**config.mk**
```make
export PLATFORM = sky130hd
export DESIGN_NAME = cov_div
export DESIGN_NICKNAME = d
export VERILOG_FILES = /design/src/cov_div.sv
export SDC_FILE = /design/constraint.sdc
export NUM_CORES = 2
export LEC_CHECK = 0
export CAP_MARGIN = 20
export CORE_MARGIN = 1
export CORE_UTILIZATION = 64
export CTS_CLUSTER_DIAMETER = 100
export DETAILED_ROUTE_END_ITERATION = 8
export DONT_BUFFER_PORTS = 1
export PLACE_DENSITY_LB_ADDON = 0.15
export SYNTH_ARGS = -nofsm -noshare
export SYNTH_HDL_FRONTEND = slang
export SYNTH_SLANG_ARGS = --single-unit
```
**constraint.sdc**
```tcl
create_clock -name clk -period 10.2 [get_ports clk]
set_input_delay 1.02 -clock clk [delete_from_list [all_inputs] [get_ports clk]]
set_output_delay 1.02 -clock clk [all_outputs]
set_load 0.05 [all_outputs]
```
**src/cov_div.sv**
```systemverilog
`timescale 1ns / 1ps

module cov_div #(
  parameter int NW = 35,
  parameter int QW = 16,
  parameter int SW = 8
) (
  input  logic          clk,
  input  logic          rst,
  input  logic          ce,
  input  logic          in_valid,
  input  logic [NW-1:0] in_rem,
  input  logic [QW-1:0] in_low,
  input  logic [NW-1:0] in_den,
  input  logic [SW-1:0] in_side,
  output logic          out_valid,
  output logic [QW-1:0] out_quot,
  output logic [SW-1:0] out_side
);

  logic          valid_q [QW+1];
  logic [NW-1:0] rem_q   [QW+1];
  logic [QW-1:0] low_q   [QW+1];
  logic [QW-1:0] quot_q  [QW+1];
  logic [NW-1:0] den_q   [QW+1];
  logic [SW-1:0] side_q  [QW+1];

  assign valid_q[0] = in_valid;
  assign rem_q[0]   = in_rem;
  assign low_q[0]   = in_low;
  assign quot_q[0]  = '0;
  assign den_q[0]   = in_den;
  assign side_q[0]  = in_side;

  for (genvar i = 1; i <= QW; i++) begin : g_stage
    logic [NW:0] trial;
    logic        ge;

    assign trial = {rem_q[i-1], low_q[i-1][QW-1]};
    assign ge    = trial >= {1'b0, den_q[i-1]};

    always_ff @(posedge clk) begin
      if (rst) begin
        valid_q[i] <= 1'b0;
      end else if (ce) begin
        valid_q[i] <= valid_q[i-1];
      end
    end

    always_ff @(posedge clk) begin
      if (ce) begin
        rem_q[i]  <= ge ? NW'(trial - {1'b0, den_q[i-1]}) : NW'(trial);
        low_q[i]  <= low_q[i-1] << 1;
        quot_q[i] <= (quot_q[i-1] << 1) | QW'(ge);
        den_q[i]  <= den_q[i-1];
        side_q[i] <= side_q[i-1];
      end
    end
  end

  assign out_valid = valid_q[QW];
  assign out_quot  = quot_q[QW];
  assign out_side  = side_q[QW];

endmodule

```
==> key figures <==
Outcome
  • Outcome: finished, final reports clean

GRT
  • Initial antenna violation count: 2
  • Global route overflow: 0
  • First-pass GRT wire length: 257000 um
  • Vias in the first global route: 51900
  • Largest net degree at the start of global routing: 285
  • GRT Util Overall: 25.8%

Timing
  • Layout Skew: 22.4 ps
  • TNS Setup: 0 ps
  • Hold_ws: 314 ps
  • RSZ-0062 raised after global routing: no
  • Fmax: 0.186 GHz
  • Slew Limit Fails: 0
  • Max transition margin: 3.00%
  • Period utilization: 52.7%
  • Post-route setup slack: 4830 ps
  • Final min period: 5370 ps
  • Fin. Hold Viols: 0
  • Worst-margin pin slew: 1460 ps
  • Endpoints failing setup: 0

Floorplanning
  • Placement Rows: 128
  • Die height: 354 um
  • Die ar.: 125000 sq um
  • Initial core utilization: 64.8%
  • Die X-Extent: 354 um
  • Core area: 122000 sq um
  • Top Ports: 123

Detailed routing
  • Final WL: 162000 um
  • Number of vias in the routed layout: 50000
  • Met1 wire length: 56400 um
  • DRC viols: 0
  • Post-DR wirelength/cell: 19.0 um
  • Top routing layer used: met4
  • DRT iter0 DRCs: 3388
  • Drt via density: 5.87
  • Met2 WL: 89600 um
  • Met3 routed WL: 4960 um
  • DRT antenna net count: 0
  • First-pass detailed-route iteration total: 6

Critical path
  • Crit path depth: 6
  • Critical path's top delay family: buffers and inverters
  • CP Data Arrival Time: 5770 ps
  • Worst Setup End Kind: flop
  • Worst Setup EP: g_stage[16].trial[2]$_DFFE_PP_
  • Startpoint Class: input pin
  • Cell-by-cell listing of the critical path: buf_16 > buf_16 > buf_16 > buf_16 > buf_16 > buf_16
  • R2R depth: 13
  • CP max stage delay: 800 ps
  • Req. time, crit path: 10590 ps
  • Worst r2r src: den_q[350]$_DFFE_PP_
  • Reg2reg end: g_stage[8].trial[8]$_DFFE_PP_
  • Worst R2R Setup Slack: 5290 ps
  • Slowest-stage cell, CP: buf_16
  • Setup crit start: ce
  • WS Path Type: input pin to flop
  • Crit path buf inv count: 6
  • Cell mode on critical path: buf_16
  • CP max FO: 272

Synth
  • Async SR Flop Fraction: 0%
  • Seq/Total Area, Yosys: 54.8%
  • Unique masters post-synth: 98
  • Yosys warning total: 0
  • Synth Flop Type: edfxtp_1
  • Mapped Cells: 6799
  • Syn Nets: 7472
  • Post-Synthesis Cell Area: 79100 sq um
  • FF+latch count, synth: 1450
  • Post-synth EDFFs: 1434
  • Mean Syn Cell Area: 11.6 sq um

Clock tree
  • H-tree Lvls: 4
  • Clk slew on worst S/H paths: 60 ps
  • Clock sinks: 1450
  • Setup Fix Bufs, Post-CTS: 0
  • Clock Latency Late Sink: 770 ps
  • Total CTS buffers: 149
  • Clk root buf: clkbuf_16
  • Buffers from clock root to sink, at most: 3
  • CTS tree: built
  • CTS resizes: 0
  • Hold buffer count at cts: 0

Power and ir drop
  • VDD IR max: 208 uV
  • PwrDens: 308 nW/um^2
  • Lkg Pwr: 0.0348 uW

Place
  • IO buf count: 0
  • Inst Count DP: 8253
  • Pre-CTS WS: 4190 ps
  • HPWL after DPL: 120000 um
  • Gpl congestion: 0.949

Min path
  • Hold/Removal Path Class: input pin to flop

Layout
  • Share of layout cells above drive strength 1: 7.55%
  • Post-layout nets: 7454
  • Most frequent cells in the layout: 1434 x edfxtp_1, 705 x inv_1, 597 x a21oi_1, 560 x ha_1, 397 x nand2_1
  • Number of standard cells in the final layout excluding fillers: 8524
  • Area grow syn2layout: 7.77%
  • Fin util: 69.8%
  • Commonest non-fill, non-tap cell in the layout: edfxtp_1

Flow run
  • Max-Cap Viols: 0
==> logic make-up after synthesis <==
family	after synthesis	share of synthesized area, %
AO/OA/AOI/OAI	1777	14.1
flip-flops	1450	54.8
AND/OR/NAND/NOR	1347	8.06
buffers and inverters	901	4.59
adder cells (fa/ha/maj)	575	9.23
XOR/XNOR	467	5.17
multiplexers	282	4.08
==> layout make-up <==
| class | instances | area (sq um) |
|---|---|---|
| Sequential cell | 1450 | 43400 |
| Multi-Input combinational cell | 4448 | 32200 |
| Timing Repair Buffer | 27 | 367 |
| Inverter | 705 | 2650 |
| Tap cell | 1625 | 2030 |
| Antenna cell | 2 | 5.00 |
| Clock buffer | 190 | 4000 |
| Clock inverter | 77 | 637 |
| Fill cell | 8462 | 36900 |
==> Yosys cell counts, types with 100 or more instances <==
| cell type | instances | area share (%) |
|---|---|---|
| a21o_1 | 308 | 2.9 |
| a21oi_1 | 597 | 3.8 |
| clkbuf_1 | 110 | 0.52 |
| edfxtp_1 | 1434 | 54 |
| ha_1 | 560 | 8.9 |
| inv_1 | 705 | 3.3 |
| mux2_2 | 201 | 2.9 |
| nand2_1 | 397 | 1.9 |
| nand4_1 | 100 | 0.79 |
| nor2_1 | 380 | 1.8 |
| o21ai_0 | 380 | 2.4 |
| xnor2_1 | 284 | 3.1 |
| xor2_1 | 183 | 2.0 |
==> state kept, by name, summed over array words and instances, names as in the netlist <==
register       flops
side_q           120
valid_q           15
den_q            525
out_valid          1
out_quot          16
quot_q           120
g_stage.trial    540
out_side           8
low_q            105
==> per-layer routing <==
layer | global-route usage (%) | up-vias
met2 | 51.2 | 1123
met4 | 17.0 | 0
met1 | 24.2 | 23700
met5 | 0 | -
li1 | - | 24800
met3 | 3.44 | 464
==> worst min-delay path by stage <==
| stage | startpoint | to | slack, ps | depth (start not counted) |
|---|---|---|---|---|
| finish | rst | valid_q[15]$_SDFFE_PP0P_ | 310 | 1 |
| global route | rst | valid_q[9]$_SDFFE_PP0P_ | 260 | 1 |
| CTS | rst | valid_q[5]$_SDFFE_PP0P_ | 250 | 1 |
| detailed placement | low_q[206]$_DFFE_PP_ | g_stage[6].trial[0]$_DFFE_PP_ | 400 | 0 |
| global placement | quot_q[163]$_DFFE_PP_ | quot_q[148]$_DFFE_PP_ | 400 | 0 |
| floorplan | low_q[142]$_DFFE_PP_ | g_stage[10].trial[0]$_DFFE_PP_ | 400 | 0 |
==> worst register-to-register path, delay by kind of cell, from the launching register on <==
family	cells	cell delay, ps
DFF	1	400
buffers and inverters	1	500
and+or+nand+nor	1	180
AOI/OAI and AO/OA	8	2430
adders and majority gates	2	650
muxes	1	490
==> through the flow <==
step | instance area [sq um] | power (uW)
after floorplan | 79100 | 18300
final | 85300 | 26300
after global routing | 85300 | 27900
after CTS | 85300 | 26300
after global placement | 80600 | 20700
after detailed placement | 80600 | 21000
==> report_power, final <==
part	switching, uW	internal (uW)
logic	6560	5170
clock network	2210	2950
registers	725	8630
No activity file was read; power rests on OpenSTA's default activity.
